===== config.mk =====
export PLATFORM = sky130hd
export DESIGN_NAME = servo_linear_motion_interpolator
export DESIGN_NICKNAME = d
export VERILOG_FILES = /design/src/rtl/slmi_pkg.sv /design/src/rtl/slmi_serial_muldiv.sv /design/src/rtl/slmi_chan_bank.sv /design/src/rtl/servo_linear_motion_interpolator.sv
export SDC_FILE = /design/constraint.sdc
export NUM_CORES = 1
export LEC_CHECK = 0
export ABC_AREA = 1
export BUFFER_PORTS_ARGS = -buffer_cell sky130_fd_sc_hd__buf_2
export CAP_MARGIN = 20
export CELL_PAD_IN_SITES_DETAIL_PLACEMENT = 1
export CELL_PAD_IN_SITES_GLOBAL_PLACEMENT = 2
export CORE_ASPECT_RATIO = 0.7
export CORE_MARGIN = 3
export CORE_UTILIZATION = 38
export DETAILED_ROUTE_END_ITERATION = 8
export GPL_TIMING_DRIVEN = 0
export PLACE_DENSITY_LB_ADDON = 0.3
export SLEW_MARGIN = 10
export SYNTH_ARGS = -nofsm -noshare
export SYNTH_HDL_FRONTEND = slang
export SYNTH_SLANG_ARGS = --single-unit
export TNS_END_PERCENT = 20

===== constraint.sdc =====
create_clock -name clk -period 4.83 [get_ports clk]
set_input_delay 0.2415 -clock clk [delete_from_list [all_inputs] [get_ports clk]]
set_output_delay 0.2415 -clock clk [all_outputs]
set_load 0.1 [all_outputs]

===== src/rtl/slmi_pkg.sv =====
// Shared types and constants for the servo linear-motion interpolator.
`default_nettype none

package slmi_pkg;

	localparam int NUM_SERVOS_DEF = 8;
	localparam int SC_W           = 4;
	localparam int POS_W          = 16;
	localparam int TIME_W         = 16;
	localparam int CH_W           = 3;
	localparam int WHOLE_W        = 8;
	localparam int FRAC_BITS      = 8;
	localparam int MD_BITS        = 16;

	localparam logic [SC_W-1:0] SC_RESET = 4'd8;

	localparam logic OP_MOVE     = 1'b0;
	localparam logic OP_TICK     = 1'b1;
	localparam logic KIND_UPDATE = 1'b0;
	localparam logic KIND_FRAME  = 1'b1;

	typedef enum logic [2:0] {
		ST_IDLE,
		ST_SCAN,
		ST_MD,
		ST_WB,
		ST_EMIT,
		ST_FRAME
	} slmi_state_t;

	typedef struct packed {
		logic [POS_W-1:0]  pos;
		logic [POS_W-1:0]  tgt;
		logic [TIME_W-1:0] rem;
		logic              act;
	} slmi_chan_t;

	typedef struct packed {
		logic              en;
		logic [CH_W-1:0]   ch;
		logic [POS_W-1:0]  tgt;
		logic [TIME_W-1:0] rem;
	} slmi_move_t;

	typedef struct packed {
		logic              en;
		logic [POS_W-1:0]  pos;
		logic [TIME_W-1:0] rem;
		logic              act;
	} slmi_upd_t;

	typedef struct packed {
		logic               start;
		logic [MD_BITS-1:0] mag;
		logic [MD_BITS-1:0] mult;
		logic [MD_BITS-1:0] divisor;
	} slmi_md_req_t;

	typedef struct packed {
		logic               done;
		logic [MD_BITS-1:0] quot;
	} slmi_md_rsp_t;

endpackage

`default_nettype wire


===== src/rtl/slmi_serial_muldiv.sv =====
// Bit-serial unsigned multiply followed by restoring divide, one bit per cycle.
`default_nettype none

module slmi_serial_muldiv import slmi_pkg::*; (
	input  wire logic         clk,
	input  wire logic         arst_n,
	input  wire slmi_md_req_t req,
	output slmi_md_rsp_t      rsp
);

	logic [2*MD_BITS-1:0] acc_q;
	logic [MD_BITS-1:0]   m_q;
	logic [MD_BITS-1:0]   mag_q;
	logic [MD_BITS-1:0]   div_q;
	logic [4:0]           cnt_q;
	logic                 busy_q;
	logic                 done_q;

	logic [MD_BITS:0]     mul_sum;
	logic [MD_BITS:0]     div_try;
	logic                 div_ge;
	logic [MD_BITS:0]     div_rem;

	// multiply: add into the upper half, shift the whole accumulator right
	always_comb begin
		mul_sum = {1'b0, acc_q[2*MD_BITS-1:MD_BITS]} + (m_q[0] ? {1'b0, mag_q} : '0);
	end

	// divide: upper half is the partial remainder, lower half collects quotient bits
	always_comb begin
		div_try = {acc_q[2*MD_BITS-1:MD_BITS], acc_q[MD_BITS-1]};
		div_ge  = div_try >= {1'b0, div_q};
		div_rem = div_ge ? (div_try - {1'b0, div_q}) : div_try;
	end

	always_ff @(posedge clk or negedge arst_n) begin
		if (!arst_n) begin
			busy_q <= 1'b0;
			done_q <= 1'b0;
			cnt_q  <= '0;
		end else begin
			done_q <= 1'b0;
			if (req.start) begin
				busy_q <= 1'b1;
				cnt_q  <= '0;
			end else if (busy_q) begin
				cnt_q <= cnt_q + 5'd1;
				if (cnt_q == 5'd31) begin
					busy_q <= 1'b0;
					done_q <= 1'b1;
				end
			end
		end
	end

	always_ff @(posedge clk) begin
		if (req.start) begin
			acc_q <= '0;
			m_q   <= req.mult;
			mag_q <= req.mag;
			div_q <= req.divisor;
		end else if (busy_q) begin
			if (!cnt_q[4]) begin
				acc_q <= {mul_sum, acc_q[MD_BITS-1:1]};
				m_q   <= {1'b0, m_q[MD_BITS-1:1]};
			end else begin
				acc_q <= {div_rem[MD_BITS-1:0], acc_q[MD_BITS-2:0], div_ge};
			end
		end
	end

	assign rsp.done = done_q;
	assign rsp.quot = acc_q[MD_BITS-1:0];

endmodule

`default_nettype wire


===== src/rtl/slmi_chan_bank.sv =====
// Per-channel position, target, remaining time and active flag registers.
`default_nettype none

module slmi_chan_bank import slmi_pkg::*; #(
	parameter  int NUM_SERVOS = NUM_SERVOS_DEF,
	localparam int IDX_W      = (NUM_SERVOS > 1) ? $clog2(NUM_SERVOS) : 1
) (
	input  wire logic             clk,
	input  wire logic             arst_n,
	input  wire slmi_move_t       mv,
	input  wire slmi_upd_t        upd,
	input  wire logic [IDX_W-1:0] upd_idx,
	input  wire logic [IDX_W-1:0] rd_idx,
	output slmi_chan_t            rd
);

	logic [POS_W-1:0]  pos_q [NUM_SERVOS];
	logic [POS_W-1:0]  tgt_q [NUM_SERVOS];
	logic [TIME_W-1:0] rem_q [NUM_SERVOS];
	logic [NUM_SERVOS-1:0] act_q;

	logic             mv_hit;
	logic [IDX_W-1:0] mv_idx;

	// moves to channels outside the bank are dropped
	assign mv_hit = mv.en && (32'(mv.ch) < NUM_SERVOS);
	assign mv_idx = IDX_W'(mv.ch);

	for (genvar i = 0; i < NUM_SERVOS; i++) begin : g_chan
		always_ff @(posedge clk or negedge arst_n) begin
			if (!arst_n) begin
				pos_q[i] <= '0;
				tgt_q[i] <= '0;
				rem_q[i] <= '0;
				act_q[i] <= 1'b0;
			end else if (upd.en && upd_idx == IDX_W'(i)) begin
				pos_q[i] <= upd.pos;
				rem_q[i] <= upd.rem;
				act_q[i] <= upd.act;
			end else if (mv_hit && mv_idx == IDX_W'(i)) begin
				tgt_q[i] <= mv.tgt;
				rem_q[i] <= mv.rem;
				act_q[i] <= 1'b1;
			end
		end
	end

	assign rd.pos = pos_q[rd_idx];
	assign rd.tgt = tgt_q[rd_idx];
	assign rd.rem = rem_q[rd_idx];
	assign rd.act = act_q[rd_idx];

endmodule

`default_nettype wire


===== src/rtl/servo_linear_motion_interpolator.sv =====
// Top level of the multichannel servo linear-motion interpolator.
`default_nettype none

// Keeps NUM_SERVOS servo channels, each with a signed 8.8 position, a target, the
// move time left and an active flag. A move request (op = 0) loads target and
// duration into one channel and returns nothing; it is taken while the block is idle. A
// tick request (op = 1) carries the time counter; the elapsed time since the
// previous tick advances each active channel among the first servo_count ones
// linearly toward its target, each channel whose whole part changed is reported
// (kind = 0), and a frame marker (kind = 1, last = 1) closes the tick.
// Per tick the request is accepted, then each channel is visited in turn: an
// inactive one is skipped, one that reaches its target is written back, and one
// still moving first waits on the shared bit-serial multiply/divide unit (16
// multiply steps, 16 divide steps); each changed channel then gets its update, and
// once the scan is seen to be done the frame marker follows. Updates and the marker
// wait while the output register stays full. One request is worked on at a
// time; a new request is accepted as soon as the previous tick has handed its
// marker to the output register, even if that marker is still waiting there.
// servo_count (cfg_wdata) resets to 8, saturates at NUM_SERVOS and should be
// written only when idle.
module servo_linear_motion_interpolator import slmi_pkg::*; #(
	parameter int NUM_SERVOS = NUM_SERVOS_DEF
) (
	input  wire logic                     clk,
	input  wire logic                     arst_n,
	input  wire logic                     cfg_we,
	input  wire logic [SC_W-1:0]          cfg_wdata,
	input  wire logic                     cmd_valid,
	output logic                          cmd_ready,
	input  wire logic                     op,
	input  wire logic [CH_W-1:0]          channel,
	input  wire logic signed [POS_W-1:0]  target_position,
	input  wire logic [TIME_W-1:0]        move_duration,
	input  wire logic [TIME_W-1:0]        current_time,
	output logic                          res_valid,
	input  wire logic                     res_ready,
	output logic                          kind,
	output logic [CH_W-1:0]               out_channel,
	output logic signed [WHOLE_W-1:0]     whole_position,
	output logic                          last
);

	localparam int IDX_W = (NUM_SERVOS > 1) ? $clog2(NUM_SERVOS) : 1;
	localparam int CNT_W = $clog2(NUM_SERVOS + 1);

	slmi_state_t state_q, state_nx;

	logic [SC_W-1:0]   servo_count_q;
	logic [TIME_W-1:0] last_time_q;
	logic [TIME_W-1:0] elapsed_q;
	logic [CNT_W-1:0]  k_q;
	logic [CNT_W-1:0]  cnt_q;
	logic              sign_q;
	logic [POS_W-1:0]  newpos_q;
	logic [TIME_W-1:0] newrem_q;
	logic              newact_q;

	logic               res_valid_q;
	logic               kind_q;
	logic [CH_W-1:0]    och_q;
	logic [WHOLE_W-1:0] whole_q;
	logic               last_q;

	slmi_chan_t   rd;
	slmi_move_t   mv;
	slmi_upd_t    upd;
	slmi_md_req_t md_req;
	slmi_md_rsp_t md_rsp;

	logic             scan_done;
	logic             snap;
	logic [POS_W:0]   diff;
	logic [POS_W-1:0] diff_mag;
	logic [POS_W-1:0] delta;
	logic [POS_W-1:0] md_pos;
	logic             changed;
	logic             slot_free;
	logic             tick_go;
	logic             take_snap;
	logic             k_inc;
	logic             load_upd;
	logic             load_frame;
	logic [CNT_W-1:0] cnt_sat;

	slmi_chan_bank #(
		.NUM_SERVOS(NUM_SERVOS)
	) u_bank (
		.clk    (clk),
		.arst_n (arst_n),
		.mv     (mv),
		.upd    (upd),
		.upd_idx(k_q[IDX_W-1:0]),
		.rd_idx (k_q[IDX_W-1:0]),
		.rd     (rd)
	);

	slmi_serial_muldiv u_md (
		.clk   (clk),
		.arst_n(arst_n),
		.req   (md_req),
		.rsp   (md_rsp)
	);

	// datapath around the channel being scanned
	always_comb begin
		scan_done = (k_q == cnt_q);
		snap      = elapsed_q >= rd.rem;
		diff      = {rd.tgt[POS_W-1], rd.tgt} - {rd.pos[POS_W-1], rd.pos};
		diff_mag  = diff[POS_W] ? POS_W'(~diff + 1'b1) : diff[POS_W-1:0];
		// quotient is |diff|*elapsed/remaining; sign put back gives truncation toward zero
		delta     = sign_q ? (~md_rsp.quot + 1'b1) : md_rsp.quot;
		md_pos    = rd.pos + delta;
		changed   = newpos_q[POS_W-1:FRAC_BITS] != rd.pos[POS_W-1:FRAC_BITS];
		slot_free = !res_valid_q || res_ready;
		cnt_sat   = (32'(servo_count_q) > NUM_SERVOS) ? CNT_W'(NUM_SERVOS)
		                                               : CNT_W'(servo_count_q);
	end

	// next state
	always_comb begin
		state_nx = state_q;
		case (state_q)
			ST_IDLE: begin
				if (cmd_valid && op == OP_TICK)
					state_nx = ST_SCAN;
			end
			ST_SCAN: begin
				if (scan_done)
					state_nx = ST_FRAME;
				else if (rd.act)
					state_nx = snap ? ST_WB : ST_MD;
			end
			ST_MD: begin
				if (md_rsp.done)
					state_nx = ST_WB;
			end
			ST_WB: begin
				state_nx = changed ? ST_EMIT : ST_SCAN;
			end
			ST_EMIT: begin
				if (slot_free)
					state_nx = ST_SCAN;
			end
			ST_FRAME: begin
				if (slot_free)
					state_nx = ST_IDLE;
			end
			default: begin
				state_nx = ST_IDLE;
			end
		endcase
	end

	// control outputs
	always_comb begin
		cmd_ready      = (state_q == ST_IDLE);
		mv.en          = cmd_ready && cmd_valid && op == OP_MOVE;
		mv.ch          = channel;
		mv.tgt         = target_position;
		mv.rem         = move_duration;
		tick_go        = cmd_ready && cmd_valid && op == OP_TICK;
		take_snap      = (state_q == ST_SCAN) && !scan_done && rd.act && snap;
		md_req.start   = (state_q == ST_SCAN) && !scan_done && rd.act && !snap;
		md_req.mag     = diff_mag;
		md_req.mult    = elapsed_q;
		md_req.divisor = rd.rem;
		upd.en         = (state_q == ST_WB);
		upd.pos        = newpos_q;
		upd.rem        = newrem_q;
		upd.act        = newact_q;
		load_upd       = (state_q == ST_EMIT) && slot_free;
		load_frame     = (state_q == ST_FRAME) && slot_free;
		k_inc          = ((state_q == ST_SCAN) && !scan_done && !rd.act) ||
		                 ((state_q == ST_WB) && !changed) || load_upd;
	end

	always_ff @(posedge clk or negedge arst_n) begin
		if (!arst_n) begin
			state_q       <= ST_IDLE;
			servo_count_q <= SC_RESET;
			last_time_q   <= '0;
			k_q           <= '0;
			cnt_q         <= '0;
			res_valid_q   <= 1'b0;
		end else begin
			state_q <= state_nx;
			if (cfg_we)
				servo_count_q <= cfg_wdata;
			if (tick_go) begin
				last_time_q <= current_time;
				k_q         <= '0;
				cnt_q       <= cnt_sat;
			end else if (k_inc) begin
				k_q <= k_q + 1'b1;
			end
			if (load_upd || load_frame)
				res_valid_q <= 1'b1;
			else if (res_ready)
				res_valid_q <= 1'b0;
		end
	end

	always_ff @(posedge clk) begin
		if (tick_go)
			elapsed_q <= current_time - last_time_q;
		if (take_snap) begin
			newpos_q <= rd.tgt;
			newrem_q <= '0;
			newact_q <= 1'b0;
		end else if (md_req.start) begin
			sign_q   <= diff[POS_W];
			newrem_q <= rd.rem - elapsed_q;
			newact_q <= 1'b1;
		end else if (state_q == ST_MD && md_rsp.done) begin
			newpos_q <= md_pos;
		end
		if (load_upd) begin
			kind_q  <= KIND_UPDATE;
			och_q   <= CH_W'(k_q);
			whole_q <= newpos_q[POS_W-1:FRAC_BITS];
			last_q  <= 1'b0;
		end else if (load_frame) begin
			kind_q  <= KIND_FRAME;
			och_q   <= '0;
			whole_q <= '0;
			last_q  <= 1'b1;
		end
	end

	assign res_valid      = res_valid_q;
	assign kind           = kind_q;
	assign out_channel    = och_q;
	assign whole_position = whole_q;
	assign last           = last_q;

`ifndef SYNTHESIS
	a_done_in_md: assert property (@(posedge clk) disable iff (!arst_n)
		md_rsp.done |-> state_q == ST_MD)
		else $error("multiply/divide finished outside its wait state");

	a_scan_bound: assert property (@(posedge clk) disable iff (!arst_n)
		state_q != ST_IDLE |-> k_q <= cnt_q)
		else $error("scan index ran past the channel count");

	a_snap_target: assert property (@(posedge clk) disable iff (!arst_n)
		(upd.en && !upd.act) |-> (newpos_q == rd.tgt && newrem_q == '0))
		else $error("finished channel not written at its target");

	a_frame_out: assert property (@(posedge clk) disable iff (!arst_n)
		load_frame |=> (res_valid && kind == KIND_FRAME && last && state_q == ST_IDLE))
		else $error("frame marker not presented at end of tick");
`endif

endmodule

`default_nettype wire


==> metrics <==
clock root buffer clkbuf_16; initial antenna violation count 6; number of port buffers 75; multi-input combinational cell area 0.0143 mm^2; Max Slew Vio Count 0; crit path max fanout 11; Yosys reg bits 573; htree depth 2; DR iter-0 viols 2406; count of unique library cells instantiated by Yosys 52; Slew @ Worst Pin 1.07 ns; Top Layer Used met5; Num Clock Sinks 573; EDFF count, synth 92; Placer Congestion 0.855; io pins 76; gr usage total 0.284; cell with the most instances after synthesis nand2_1; Synth Warn # 0; relative slew slack 0.282; WP data arrival 5.01 ns; Final ANT Viol Nets 0; Initial Util 0.387; global-route wire length before repair 185000 um; Filler cells 9644; CTS Buf Count 60; DR WL met3 9710 um; Syn Area/Cell 7.99 um^2; number of global-route vias before repair 29500; synth top area cells dfrtp_1 35%, nand2_1 11%, edfxtp_1 9.0%; largest area contributor in the netlist dfrtp_1; Synth Flop Type dfrtp_1; Layout area overhead 16.5%; Rows 86; vias per cell 5.58; Worst Hold Class input pin to flop; register area 0.0146 mm^2; Worst-path clk slew 0.07 ns; Layout Nets 4229; CP Data Required Time 5.22 ns; Crit. End Element flop; Skew-Pair Late Insertion Delay 0.68 ns; final period utilization 0.956; Post-Route WL 121000 um; Mapped Nets 4025; via count 28800; Synth top area share 0.349; met2 wire len 51000 um; crit path time final 4.62 ns; CTS tree done; Detailed Place HPWL 87800 um; Final Setup Violations 0; global route overflow 0; Die X 346 um; Core ar. 0.0795 mm^2; share of cells above drive strength 1 0.0891; outcome completed; FMAX 0.216 GHz; DRT Pass-1 Iters 8; mean routed wirelength per cell 23.5 um; largest net degree at the start of global routing 109; Max Root-Sink Buffers 3; final design area excluding fillers 0.0359 mm^2; placed cell areas 0.0326 mm^2; DRC Markers 0; Mapped Cells 3854; WHS 0.0242 ns; DIE HEIGHT 244 um; mapped cell area 0.0308 mm^2; die area 0.0846 mm^2; Final Hold Vio Count 0; Setup CP Type flop to flop; CP startpoint kind flop; Post-synth ARST share 0.752; sequential cell area fraction in the yosys report 0.472; most frequent cells after synthesis 872 x nand2_1, 527 x o21ai_0, 440 x nor2_1; Final Util 0.451; met1 WL 58100 um; max-cap violations 0; Worst Clk Skew 0.0366 ns
==> cell type report <==
cell class / instances / area share
Tap cell: 1056 / 0.0368
Clock inverter: 25 / 0.00712
Clock buffer: 88 / 0.0499
Multi-Input combinational cell: 2692 / 0.398
Timing Repair Buffer: 143 / 0.0312
Sequential cell: 573 / 0.406
Inverter: 394 / 0.0416
Antenna cell: 2 / 0.000140
Buffer: 194 / 0.0300
==> final timing paths <==
| path | startpoint | to | slack, ns | cells after the start |
|---|---|---|---|---|
| worst max register to register | k_q[0] | newpos_q[5] | 0.21 | 19 |
| worst min-delay path | move_duration[7] | u_bank.rem_q[71] | 0.02 | 3 |
| worst max-delay path | k_q[0] | newpos_q[5] | 0.21 | 19 |
| max in group asynchronous | arst_n | u_bank.rem_q[57] | 3.30 | 3 |
| min in group asynchronous | arst_n | u_bank.rem_q[60] | 0.22 | 3 |
| worst min register to register | newrem_q[12] | newrem_q[12] | 0.46 | 2 |
==> what timing repair did <==
item,4_1_cts,5_1_grt
setup buffers,1,8
hold buffers,54,0
gates cloned,0,1
gates resized for setup,109,68
setup endpoints to repair,170,168
pin swaps,1,5
endpoints found under the hold margin,516,0
==> logic make-up (layout without fill, tap and decap cells) <==
| kind of cell | Yosys count | count (layout) | synth area share |
|---|---|---|---|
| AOI/OAI and AO/OA | 988 | 988 | 0.185 |
| xor gates and xnor gates | 88 | 88 | 0.0250 |
| muxes | 1 | 1 | 0.000366 |
| buffers and inverters | 590 | 844 | 0.0759 |
| other | 0 | 2 | 0 |
| adders and majority gates | 110 | 110 | 0.0461 |
| DFF | 573 | 573 | 0.472 |
| and+or+nand+nor | 1504 | 1505 | 0.196 |
==> cells in the final DEF, fill, tap and decap left out, drive strengths merged, types with 8 or more instances in the layout <==
cell and count:
clkinv 30, o22ai 71, clkbuf 204, o221ai 133, xor2 58, buf 167, o21bai 13, a21boi 9
nor2 444, dlygate4sd3 54, xnor2 30, nand2 876, a21oi 122, a31oi 36, dfxtp 50, dfrtp 430
ha 104, a21o 8, nand4 8, nor3 30, edfxtp 92, nand3b 14, o21ai 585, inv 384
nand3 124
==> metal layers <==
layer  global-route usage  up-vias
met5                    0        -
met3               0.0649      167
li1                     -    13300
met4               0.0659        4
met1                0.419    14500
met2                0.423      881
==> registers in the layout, indices dropped and copies added, names as in the netlist, 4 cells and up <==
register,count
u_bank.pos_q,128
u_bank.rem_q,128
u_bank.tgt_q,128
u_md.acc_q,32
elapsed_q,16
last_time_q,16
newpos_q,16
newrem_q,16
u_md.div_q,16
u_md.m_q,16
u_md.mag_q,16
u_bank.act_q,8
whole_position,8
u_md.cnt_q,5
cnt_q,4
k_q,4
servo_count_q,4
==> worst max-delay path, cell delays in order, from the launching register on <==
cell and delay [ns]:
dfrtp_2 0.45, inv_4 0.11, buf_6 0.19, buf_12 0.19
buf_6 0.19, buf_2 0.32, o21ai_0 0.15, o22ai_1 0.18
nor2_1 0.08, a31oi_1 0.68, ha_1 0.43, a21oi_1 0.25
o21ai_2 0.11, nand2_1 0.07, nand2_1 0.10, nand2_1 0.18
nand2_4 0.11, inv_2 0.14, clkbuf_4 0.28, o21ai_1 0.10
==> per-stage QoR <==
stage	setup WS (ns)	std cells	setup TNS (ns)
3_3_place_gp	-5.61	4985	-2595.52
3_5_place_dp	-1.61	4990	-205.97
4_1_cts	-0.0160	5156	-0.0428
6_report	0.210	5167	0
2_1_floorplan	0.789	3854	0
5_1_grt	-0.00285	5165	-0.00301
Power is not shown: default switching activity piles up to over one toggle a cycle in this logic, so the estimate is an artifact.
